$ cat src/rtl/sha256_pkg.sv
// ----------------------------------------------------------------------------
// sha256_pkg
// Shared types and constants of the SHA-256 byte stream hash unit.
// ----------------------------------------------------------------------------
package sha256_pkg;

  // Source of the byte shifted into the block window.
  typedef enum logic [1:0] {
    SRC_INPUT,
    SRC_PAD_MARK,
    SRC_ZERO,
    SRC_LENGTH
  } byte_src_t;

  typedef struct packed {
    logic      load;         // shift one byte into the block window
    byte_src_t src;
    logic      count;        // message byte: advance the byte count
    logic      init_rounds;  // working variables take the chained hash
    logic      round;        // one compression round
    logic [5:0] rnd;
    logic      add;          // fold working variables into the hash
    logic      restart;      // back to the initial vector, count cleared
    logic [2:0] out_idx;
  } dp_cmd_t;

  typedef struct packed {
    logic [5:0] fill_pos;
  } dp_status_t;

  localparam logic [31:0] INIT_VECTOR [8] = '{
    32'h6a09e667, 32'hbb67ae85, 32'h3c6ef372, 32'ha54ff53a,
    32'h510e527f, 32'h9b05688c, 32'h1f83d9ab, 32'h5be0cd19
  };

  localparam logic [31:0] ROUND_CONST [64] = '{
    32'h428a2f98, 32'h71374491, 32'hb5c0fbcf, 32'he9b5dba5,
    32'h3956c25b, 32'h59f111f1, 32'h923f82a4, 32'hab1c5ed5,
    32'hd807aa98, 32'h12835b01, 32'h243185be, 32'h550c7dc3,
    32'h72be5d74, 32'h80deb1fe, 32'h9bdc06a7, 32'hc19bf174,
    32'he49b69c1, 32'hefbe4786, 32'h0fc19dc6, 32'h240ca1cc,
    32'h2de92c6f, 32'h4a7484aa, 32'h5cb0a9dc, 32'h76f988da,
    32'h983e5152, 32'ha831c66d, 32'hb00327c8, 32'hbf597fc7,
    32'hc6e00bf3, 32'hd5a79147, 32'h06ca6351, 32'h14292967,
    32'h27b70a85, 32'h2e1b2138, 32'h4d2c6dfc, 32'h53380d13,
    32'h650a7354, 32'h766a0abb, 32'h81c2c92e, 32'h92722c85,
    32'ha2bfe8a1, 32'ha81a664b, 32'hc24b8b70, 32'hc76c51a3,
    32'hd192e819, 32'hd6990624, 32'hf40e3585, 32'h106aa070,
    32'h19a4c116, 32'h1e376c08, 32'h2748774c, 32'h34b0bcb5,
    32'h391c0cb3, 32'h4ed8aa4a, 32'h5b9cca4f, 32'h682e6ff3,
    32'h748f82ee, 32'h78a5636f, 32'h84c87814, 32'h8cc70208,
    32'h90befffa, 32'ha4506ceb, 32'hbef9a3f7, 32'hc67178f2
  };

  localparam logic [7:0] PAD_MARK_BYTE = 8'h80;
  localparam logic [5:0] LAST_POS      = 6'd63;
  localparam logic [5:0] LEN_POS       = 6'd56;
  localparam logic [5:0] MAX_MARK_POS  = 6'd55;
  localparam logic [5:0] LAST_ROUND    = 6'd63;
  localparam logic [2:0] LAST_WORD_IDX = 3'd7;

endpackage

$ cat src/rtl/sha256_ctrl.sv
// ----------------------------------------------------------------------------
// sha256_ctrl
// Sequencer: byte intake, padding, round count and digest readout.
// ----------------------------------------------------------------------------
module sha256_ctrl import sha256_pkg::*; (
  input  logic       clk,
  input  logic       rst,
  input  logic       in_valid,
  output logic       in_ready,
  input  logic       in_byte_valid,
  input  logic       in_eom,
  output logic       out_valid,
  input  logic       out_ready,
  output logic [2:0] out_idx,
  output logic       out_last,
  output dp_cmd_t    cmd,
  input  dp_status_t status
);

  typedef enum logic [2:0] {
    ST_IDLE,
    ST_PAD,
    ST_ROUNDS,
    ST_ADD,
    ST_OUT
  } state_t;

  state_t     state;
  logic [5:0] rnd;
  logic       eom_pend;
  logic       pad_mode;
  logic       pad_mark;
  logic       len_ok;
  logic       fin;
  logic       accept;
  logic       fills;

  assign in_ready  = (state == ST_IDLE);
  assign accept    = in_valid && in_ready;
  assign out_valid = (state == ST_OUT);
  assign out_idx   = rnd[2:0];
  assign out_last  = (rnd[2:0] == LAST_WORD_IDX);
  assign fills     = ((state == ST_PAD) || (accept && in_byte_valid)) &&
                     (status.fill_pos == LAST_POS);

  always_comb begin
    cmd             = '0;
    cmd.src         = SRC_INPUT;
    cmd.rnd         = rnd;
    cmd.out_idx     = rnd[2:0];
    case (state)
      ST_IDLE: begin
        cmd.load  = accept && in_byte_valid;
        cmd.count = accept && in_byte_valid;
      end
      ST_PAD: begin
        cmd.load = 1'b1;
        if (pad_mark) begin
          cmd.src = SRC_PAD_MARK;
        end else if (len_ok && status.fill_pos >= LEN_POS) begin
          cmd.src = SRC_LENGTH;
        end else begin
          cmd.src = SRC_ZERO;
        end
      end
      ST_ROUNDS: cmd.round = 1'b1;
      ST_ADD:    cmd.add = 1'b1;
      ST_OUT:    cmd.restart = out_ready && out_last;
      default: ;
    endcase
    cmd.init_rounds = fills;
  end

  always_ff @(posedge clk) begin
    if (rst) begin
      state    <= ST_IDLE;
      rnd      <= '0;
      eom_pend <= 1'b0;
      pad_mode <= 1'b0;
      pad_mark <= 1'b0;
      len_ok   <= 1'b0;
      fin      <= 1'b0;
    end else begin
      case (state)
        ST_IDLE: begin
          if (accept) begin
            if (fills) begin
              state    <= ST_ROUNDS;
              rnd      <= '0;
              eom_pend <= in_eom;
              fin      <= 1'b0;
            end else if (in_eom) begin
              state    <= ST_PAD;
              pad_mode <= 1'b1;
              pad_mark <= 1'b1;
            end
          end
        end
        ST_PAD: begin
          pad_mark <= 1'b0;
          // the length fits behind the mark only up to position 55
          if (pad_mark) begin
            len_ok <= (status.fill_pos <= MAX_MARK_POS);
          end
          if (fills) begin
            state <= ST_ROUNDS;
            rnd   <= '0;
            fin   <= len_ok && !pad_mark;
          end
        end
        ST_ROUNDS: begin
          rnd <= rnd + 6'd1;
          if (rnd == LAST_ROUND) begin
            state <= ST_ADD;
          end
        end
        ST_ADD: begin
          rnd <= '0;
          if (fin) begin
            state <= ST_OUT;
          end else if (pad_mode) begin
            state  <= ST_PAD;
            len_ok <= 1'b1;
          end else if (eom_pend) begin
            state    <= ST_PAD;
            eom_pend <= 1'b0;
            pad_mode <= 1'b1;
            pad_mark <= 1'b1;
          end else begin
            state <= ST_IDLE;
          end
        end
        ST_OUT: begin
          if (out_ready) begin
            if (out_last) begin
              state    <= ST_IDLE;
              rnd      <= '0;
              pad_mode <= 1'b0;
              fin      <= 1'b0;
            end else begin
              rnd <= rnd + 6'd1;
            end
          end
        end
        default: state <= ST_IDLE;
      endcase
    end
  end

endmodule

$ cat src/rtl/sha256_dp.sv
// ----------------------------------------------------------------------------
// sha256_dp
// Datapath: block window, message schedule, round logic and chained hash.
// ----------------------------------------------------------------------------
module sha256_dp import sha256_pkg::*; (
  input  logic        clk,
  input  logic        rst,
  input  logic [7:0]  in_byte,
  input  dp_cmd_t     cmd,
  output dp_status_t  status,
  output logic [31:0] digest_word
);

  function automatic logic [31:0] rotr(input logic [31:0] x, input int n);
    return (x >> n) | (x << (32 - n));
  endfunction

  function automatic logic [31:0] bsig0(input logic [31:0] x);
    return rotr(x, 2) ^ rotr(x, 13) ^ rotr(x, 22);
  endfunction

  function automatic logic [31:0] bsig1(input logic [31:0] x);
    return rotr(x, 6) ^ rotr(x, 11) ^ rotr(x, 25);
  endfunction

  function automatic logic [31:0] ssig0(input logic [31:0] x);
    return rotr(x, 7) ^ rotr(x, 18) ^ (x >> 3);
  endfunction

  function automatic logic [31:0] ssig1(input logic [31:0] x);
    return rotr(x, 17) ^ rotr(x, 19) ^ (x >> 10);
  endfunction

  // Window: bytes shift in at the low end of word 15 during intake. In rounds
  // 0..15 word 0 holds W[t]; later it holds W[t-16..t-1], oldest in word 0.
  logic [31:0] win [16];
  logic [31:0] rv [8];
  logic [31:0] hash [8];
  logic [5:0]  fill_pos;
  logic [60:0] byte_count;

  logic [63:0] bit_len;
  logic [2:0]  len_sel;
  logic [7:0]  byte_in;
  logic [31:0] w_new;
  logic [31:0] w_t;
  logic [31:0] t1;
  logic [31:0] t2;
  logic [31:0] ch;
  logic [31:0] maj;

  assign status.fill_pos = fill_pos;
  assign digest_word     = hash[cmd.out_idx];

  assign bit_len = {byte_count, 3'b000};
  assign len_sel = ~fill_pos[2:0];

  always_comb begin
    case (cmd.src)
      SRC_INPUT:    byte_in = in_byte;
      SRC_PAD_MARK: byte_in = PAD_MARK_BYTE;
      SRC_LENGTH:   byte_in = bit_len[{len_sel, 3'b000} +: 8];
      default:      byte_in = 8'h00;
    endcase
  end

  assign w_new = ssig1(win[14]) + win[9] + ssig0(win[1]) + win[0];
  assign w_t   = (cmd.rnd[5:4] == 2'b00) ? win[0] : w_new;
  assign ch    = (rv[4] & rv[5]) ^ (~rv[4] & rv[6]);
  assign maj   = (rv[0] & rv[1]) ^ (rv[0] & rv[2]) ^ (rv[1] & rv[2]);
  assign t1    = rv[7] + bsig1(rv[4]) + ch + ROUND_CONST[cmd.rnd] + w_t;
  assign t2    = bsig0(rv[0]) + maj;

  always_ff @(posedge clk) begin
    if (cmd.load) begin
      for (int i = 0; i < 15; i++) begin
        win[i] <= {win[i][23:0], win[i + 1][31:24]};
      end
      win[15] <= {win[15][23:0], byte_in};
    end else if (cmd.round) begin
      for (int i = 0; i < 15; i++) begin
        win[i] <= win[i + 1];
      end
      win[15] <= w_t;
    end

    if (cmd.init_rounds) begin
      for (int i = 0; i < 8; i++) begin
        rv[i] <= hash[i];
      end
    end else if (cmd.round) begin
      rv[7] <= rv[6];
      rv[6] <= rv[5];
      rv[5] <= rv[4];
      rv[4] <= rv[3] + t1;
      rv[3] <= rv[2];
      rv[2] <= rv[1];
      rv[1] <= rv[0];
      rv[0] <= t1 + t2;
    end
  end

  always_ff @(posedge clk) begin
    if (rst || cmd.restart) begin
      for (int i = 0; i < 8; i++) begin
        hash[i] <= INIT_VECTOR[i];
      end
      fill_pos   <= '0;
      byte_count <= '0;
    end else begin
      if (cmd.add) begin
        for (int i = 0; i < 8; i++) begin
          hash[i] <= hash[i] + rv[i];
        end
      end
      if (cmd.load) begin
        fill_pos <= fill_pos + 6'd1;
      end
      if (cmd.count) begin
        byte_count <= byte_count + 61'd1;
      end
    end
  end

endmodule

$ cat src/rtl/sha256_byte_stream_hash_unit.sv
// ----------------------------------------------------------------------------
// sha256_byte_stream_hash_unit
// SHA-256 hash of a byte stream, digest returned as eight 32-bit words.
// ----------------------------------------------------------------------------
// A message byte is taken whenever s_tready is high. When a byte completes a
// 64-byte block the input stalls while the single round unit runs the 64
// rounds and the result is folded into the chained hash. At end of message the
// padding bytes are shifted into the block one per cycle (up to 64 bytes, or
// up to 72 when the length needs an extra block), each padded block stalls
// the same way, and then the eight digest words are offered in order, one
// transfer per cycle while m_tready is high. The input accepts again after
// the last word. An item with tuser low and tlast low is a no-op.
module sha256_byte_stream_hash_unit import sha256_pkg::*; (
  input  logic        clk,
  input  logic        rst,
  input  logic        s_tvalid,
  output logic        s_tready,
  input  logic [7:0]  s_tdata,   // [7:0] data_byte
  input  logic        s_tuser,   // [0] byte_valid
  input  logic        s_tlast,   // end_of_message
  output logic        m_tvalid,
  input  logic        m_tready,
  output logic [31:0] m_tdata,   // [31:0] digest_word
  output logic [2:0]  m_tuser,   // [2:0] word_index
  output logic        m_tlast    // last_word
);

  dp_cmd_t    cmd;
  dp_status_t status;

  sha256_ctrl u_ctrl (
    .clk           (clk),
    .rst           (rst),
    .in_valid      (s_tvalid),
    .in_ready      (s_tready),
    .in_byte_valid (s_tuser),
    .in_eom        (s_tlast),
    .out_valid     (m_tvalid),
    .out_ready     (m_tready),
    .out_idx       (m_tuser),
    .out_last      (m_tlast),
    .cmd           (cmd),
    .status        (status)
  );

  sha256_dp u_dp (
    .clk         (clk),
    .rst         (rst),
    .in_byte     (s_tdata),
    .cmd         (cmd),
    .status      (status),
    .digest_word (m_tdata)
  );

endmodule

$ cat config.mk
export PLATFORM = sky130hd
export DESIGN_NAME = sha256_byte_stream_hash_unit
export DESIGN_NICKNAME = d
export VERILOG_FILES = /design/src/rtl/sha256_pkg.sv /design/src/rtl/sha256_ctrl.sv /design/src/rtl/sha256_dp.sv /design/src/rtl/sha256_byte_stream_hash_unit.sv
export SDC_FILE = /design/constraint.sdc
export NUM_CORES = 2
export LEC_CHECK = 0
export ABC_AREA = 1
export ABC_CLOCK_PERIOD_IN_PS = 16350
export BUFFER_PORTS_ARGS = -buffer_cell sky130_fd_sc_hd__buf_4
export CAP_MARGIN = 20
export CORE_MARGIN = 3
export CORE_UTILIZATION = 55
export CTS_BUF_LIST = sky130_fd_sc_hd__clkbuf_8
export CTS_CLUSTER_SIZE = 12
export DETAILED_ROUTE_END_ITERATION = 12
export PLACE_DENSITY = 0.71
export SYNTH_ARGS = -nofsm -noshare
export SYNTH_HDL_FRONTEND = slang
export SYNTH_SLANG_ARGS = --single-unit
$ cat constraint.sdc
create_clock -name clk -period 16.35 [get_ports clk]
set_clock_uncertainty 0.2 [all_clocks]
set_input_delay 1.635 -clock clk [delete_from_list [all_inputs] [get_ports clk]]
set_output_delay 1.635 -clock clk [all_outputs]
set_load 0.01 [all_outputs]
Word level (Yosys, flattened, before mapping)
Memory sizes are Yosys's and may differ from the RTL's. A register that Yosys moved wholly into a read port is not among the register bits. Cells that the tools add are included.

Flip-flop bits (word level): 81. Bits in writable memories: 1024. Bits in read-only memories: 2048. Input bits: 14. Output and inout port bits: 38. Word-level logic and storage cells: 249. Memories kept: 4.

Memory list: (no name shown) (depth 64, width 32, read ports 1, clocked after Yosys merged registers in 0, wr ports 0, line sha256_dp.sv:71) `assign t1 = rv[7] + bsig1(rv[4]) + ch + ROUND_CONST[cmd.rnd] + w_t;`; u_dp.win (depth 16, width 32, read ports 16, clocked after Yosys merged registers in 0, wr ports 16, line sha256_dp.sv:36) `logic [31:0] win [16];`; u_dp.hash (depth 8, width 32, read ports 9, clocked after Yosys merged registers in 1, wr ports 8, line sha256_dp.sv:38) `logic [31:0] hash [8];`; u_dp.rv (depth 8, width 32, read ports 8, clocked after Yosys merged registers in 0, wr ports 8, line sha256_dp.sv:37) `logic [31:0] rv [8];`.

Add/subtract/negate cells: 21. Order comparisons: 3. Eq/ne operators: 23. Shift-type cells: 1. Mux-type cells: 102. Bitwise logic cells: 61. Reduce and logical (&&, ||, !) cells: 25.

Operator list (count): $mux W32 (35); $add A32 B32 Y32 (18); $xor A32 B32 Y32 (9); $and A32 B32 Y32 (5); $shiftx A64 B7 Y8 (1); $add A61 B1 Y61 const B (1); $mux W1 (41); $mux W3 (11); $not A32 Y32 (1); $or A1 B1 Y1 (32); $or A10 B32 Y32 (1); $or A13 B32 Y32 (1); $or A14 B32 Y32 (1); $or A15 B32 Y32 (1); $or A19 B32 Y32 (1); $or A21 B32 Y32 (1); $or A25 B32 Y32 (1); $or A26 B32 Y32 (1); $or A30 B32 Y32 (1); $or A7 B32 Y32 (1); $xor A32 B22 Y32 (1); $xor A32 B29 Y32 (1); $pmux W6 S5 (1); $mux W6 (4); 33 further kinds (65).

Depth between registers and ports, before layout
An unclocked memory read counts as a cell.

Depth after elaboration: 11. Gate-level depth with buffers: 51. Gate-level depth less buffers: 50.

Hierarchy
A second synthesis with hierarchy kept.

Cell total of the unflattened synthesis: 9560. Area, all modules: 78657.9 um2.

By module, submodules not included: sha256_dp (instances 1, cells an instance 9389, area each 77598.2 um2, seq. area each 32090.8 um2); sha256_ctrl (instances 1, cells an instance 171, area each 1059.8 um2, seq. area each 280.3 um2).

Least setup slack after synthesis
Ideal clock, no wire load.

Path kind: input to register. Start point: in s_tuser. End point: mem u_dp.win[0][0], enable pin. Library setup time: 3.633 ns. Arrival time: 10.854 ns. Data required time: 12.517 ns. Setup slack: 1.663 ns. Cell stages on the path: 7. Buffers on the path: 3. Cell sequence: nand3_4 -> nand2_1 -> buf_2 -> inv_1 -> buf_2 -> clkbuf_1 -> nand2_1.

RTL lines: from (decl) (line sha256_byte_stream_hash_unit.sv:19) `input logic s_tuser,`; to (decl) (line sha256_dp.sv:36).

==> impl_metrics.json <==
{
  "yosys_warnings": 0,
  "dp_hpwl_um": 213900,
  "r2r-start": "u_dp.win[1][211]",
  "postRouteAntennaNets": 0,
  "core_um2": 140200,
  "synthArstFlopShare": 0,
  "grt_use_total": 0.3821,
  "fin_area_um2": 83420,
  "hold_buffers": 0,
  "firstDrtPassIters": 12,
  "syn_avg_cell_area_um2": 8.171,
  "start_util": 0.5561,
  "worst-path-buf-inv": 9,
  "cts.repair.resized": 0,
  "die_width_um": 382.5,
  "synth.distinct_cells": 62,
  "grt_pass1_wl_um": 418400,
  "synth_area_leaders": "edfxtp_1 39%, nand2_1 11%, o21ai_0 7.5%",
  "max_stage_delay_ps": 570,
  "maxCapViolations": 0,
  "area_growth_pct": 6.985,
  "antenna_found_initial": 6,
  "relSlewSlack": 0.08625,
  "layout-drive-gt1-share": 0.04933,
  "ios": 52,
  "tritoncts": "done",
  "cts_inserted_buffers": 194,
  "post-cts-setup-buffer-count": 0,
  "stdcell_count": 11490,
  "worst-slew-pin-transition_ps": 1371,
  "place.port_buffers": 51,
  "worstPathRequired_ps": 16830,
  "worst_hold_path_type": "flip-flop to flip-flop",
  "synth_top_cell_by_area": "edfxtp_1",
  "rsz0062_at_grt": "false",
  "placed_area_um2": 79720,
  "die_h_um": 382.5,
  "worstPathArrival_ps": 10600,
  "hp-start": "u_dp.status[3]",
  "min_period_over_period": 0.6189,
  "criticalPathCategory": "flip-flop to flip-flop",
  "whs_endpoint": "u_dp.status[3]",
  "clk_latency_ps": 990,
  "htreeDepth": 4,
  "cts_root_buffer": "clkbuf_8",
  "synth_area_um2": 77970,
  "cp_slowest_cell": "xor2_1",
  "synth_common_cells": "2,254 x nand2_1, 1,229 x inv_1, 1,176 x o21ai_0",
  "overflow": 0,
  "final_util": 0.5949,
  "dieArea_um2": 146300,
  "drc": 0,
  "outcome": "finished, final reports clean",
  "max_freq_mhz": 98.83,
  "placed_cells": 11140,
  "synth-main-ff-cell": "edfxtp_1",
  "wl_per_cell_um": 24.79,
  "cts_sinks": 1108,
  "worstRegToRegCells": 40,
  "ys_seq_area_frac": 0.4159,
  "whs_path_depth": 2,
  "clk_pin_slew_ps": 60,
  "worst_r2r_endpoint": "u_dp.rv[0][28]",
  "synth_top_area_frac": 0.3944,
  "crit_path_max_fanout": 6,
  "grt_pass1_vias": 65430,
  "clock_path_buffers": 3,
  "cp-end-kind": "flip-flop",
  "min_period_ps": 10120,
  "start_kind": "flip-flop",
  "drt_wl_total_um": 284900,
  "slew_viol_final": 0,
  "grt_max_degree": 256,
  "syn-num-nets": 10160,
  "vias": 69670,
  "gp_congestion": 1.032,
  "yosysMostFrequentCell": "nand2_1",
  "hold_viol_final": 0,
  "synth_cells": 9543,
  "cpMostUsedCell": "inv_1",
  "via_per_inst": 6.063,
  "rows": 137,
  "nNetsFinal": 10070,
  "synth-seq-cells": 1108,
  "path_delay_family": "adder cells",
  "setup_viol": 0,
  "ff2ff_setup_slack_ps": 6230,
  "synth-edff-count": 1024,
  "fin_tns_setup_ps": 0,
  "drt_iter0_drc": 8824
}
==> per-layer routing <==
metal / routed length (um) / track usage
met2: 122100 / 0.5694
met3: 29570 / 0.07844
met5: 24 / 0
met4: 20730 / 0.2354
met1: 112400 / 0.5125
==> cell usage in the layout (no fill, tap or decap), types with 24 or more instances in the layout <==
cell type  instances
nand2_1         2248
buf_4            100
a21o_1            74
a31oi_1           70
a21oi_1          744
edfxtp_1        1024
nand4_1           61
clkbuf_8         194
ha_1             404
clkinv_2          25
fa_1             195
o21bai_1          46
nand3_1          269
or2_2             71
a221oi_1          24
o21a_1            53
inv_1           1283
clkinv_1          51
xnor2_1          158
o21ai_0         1176
nor4_1            30
dfxtp_1           81
o211ai_1          33
nor3_1           115
xor2_1           205
nor2_1           608
==> how the worst max path moves through the flow <==
stage | startpoint | endpoint | cells after the start
2_1_floorplan | s_tuser | u_dp.win[0][0] | 7
3_3_place_gp | u_dp.win[0][59] | u_dp.rv[0][26] | 44
3_5_place_dp | u_dp.win[1][211] | u_dp.rv[0][28] | 40
4_1_cts | u_dp.win[1][211] | u_dp.rv[0][28] | 40
5_1_grt | u_dp.win[0][59] | u_dp.rv[0][28] | 41
6_report | u_dp.win[1][211] | u_dp.rv[0][28] | 40
==> cell families (layout without fill, tap and decap cells) <==
group,after synthesis,in the layout,share of synthesized area
AND/OR/NAND/NOR,3462,3462,0.1813
AO/OA/AOI/OAI,2365,2365,0.1659
buffers and inverters,1631,1696,0.07935
flip-flops,1108,1108,0.4159
adder cells (fa/ha/maj),613,613,0.1167
XOR/XNOR,363,363,0.04077
multiplexers,1,1,0.0001284
other,0,8,0
==> state kept, by name, summed over array words and instances (netlist names), named ones only <==
name             cells
u_dp.hash          256
u_ctrl.state         3
u_ctrl.rnd           6
u_ctrl.len_ok        1
u_dp.rv            256
u_ctrl.pad_mode      1
u_dp.byte_count     61
u_ctrl.eom_pend      1
u_dp.win           512
u_ctrl.pad_mark      1
u_dp.status          6
u_ctrl.fin           1
==> cell type report <==
type	instances	area, um^2
fillers	12810	56800
multi-input cells	6804	39400
flip-flops and latches	1108	32440
inverters	1243	4681
clock buffers	194	2670
well taps	1876	2347
clock inverters	149	975.9
repair buffers	110	885.9
diodes	8	20.02
==> through the flow <==
step,setup slack [ps],hold WS (ps)
floorplan,1663,243.4
global placement,6507,257.1
detailed placement,6552,287.2
CTS,6489,295.9
global route,5766,328.6
finish,6232,292.6
==> tightest hold or removal path: cells and delay by family, from the launching register on <==
| family | cells | cell delay [ps] |
|---|---|---|
| DFF | 1 | 320 |
| buffers and inverters | 1 | 70 |
| AOI/OAI and AO/OA | 1 | 50 |
Power is not shown: default switching activity piles up to over one toggle a cycle in this logic, so the estimate is an artifact.
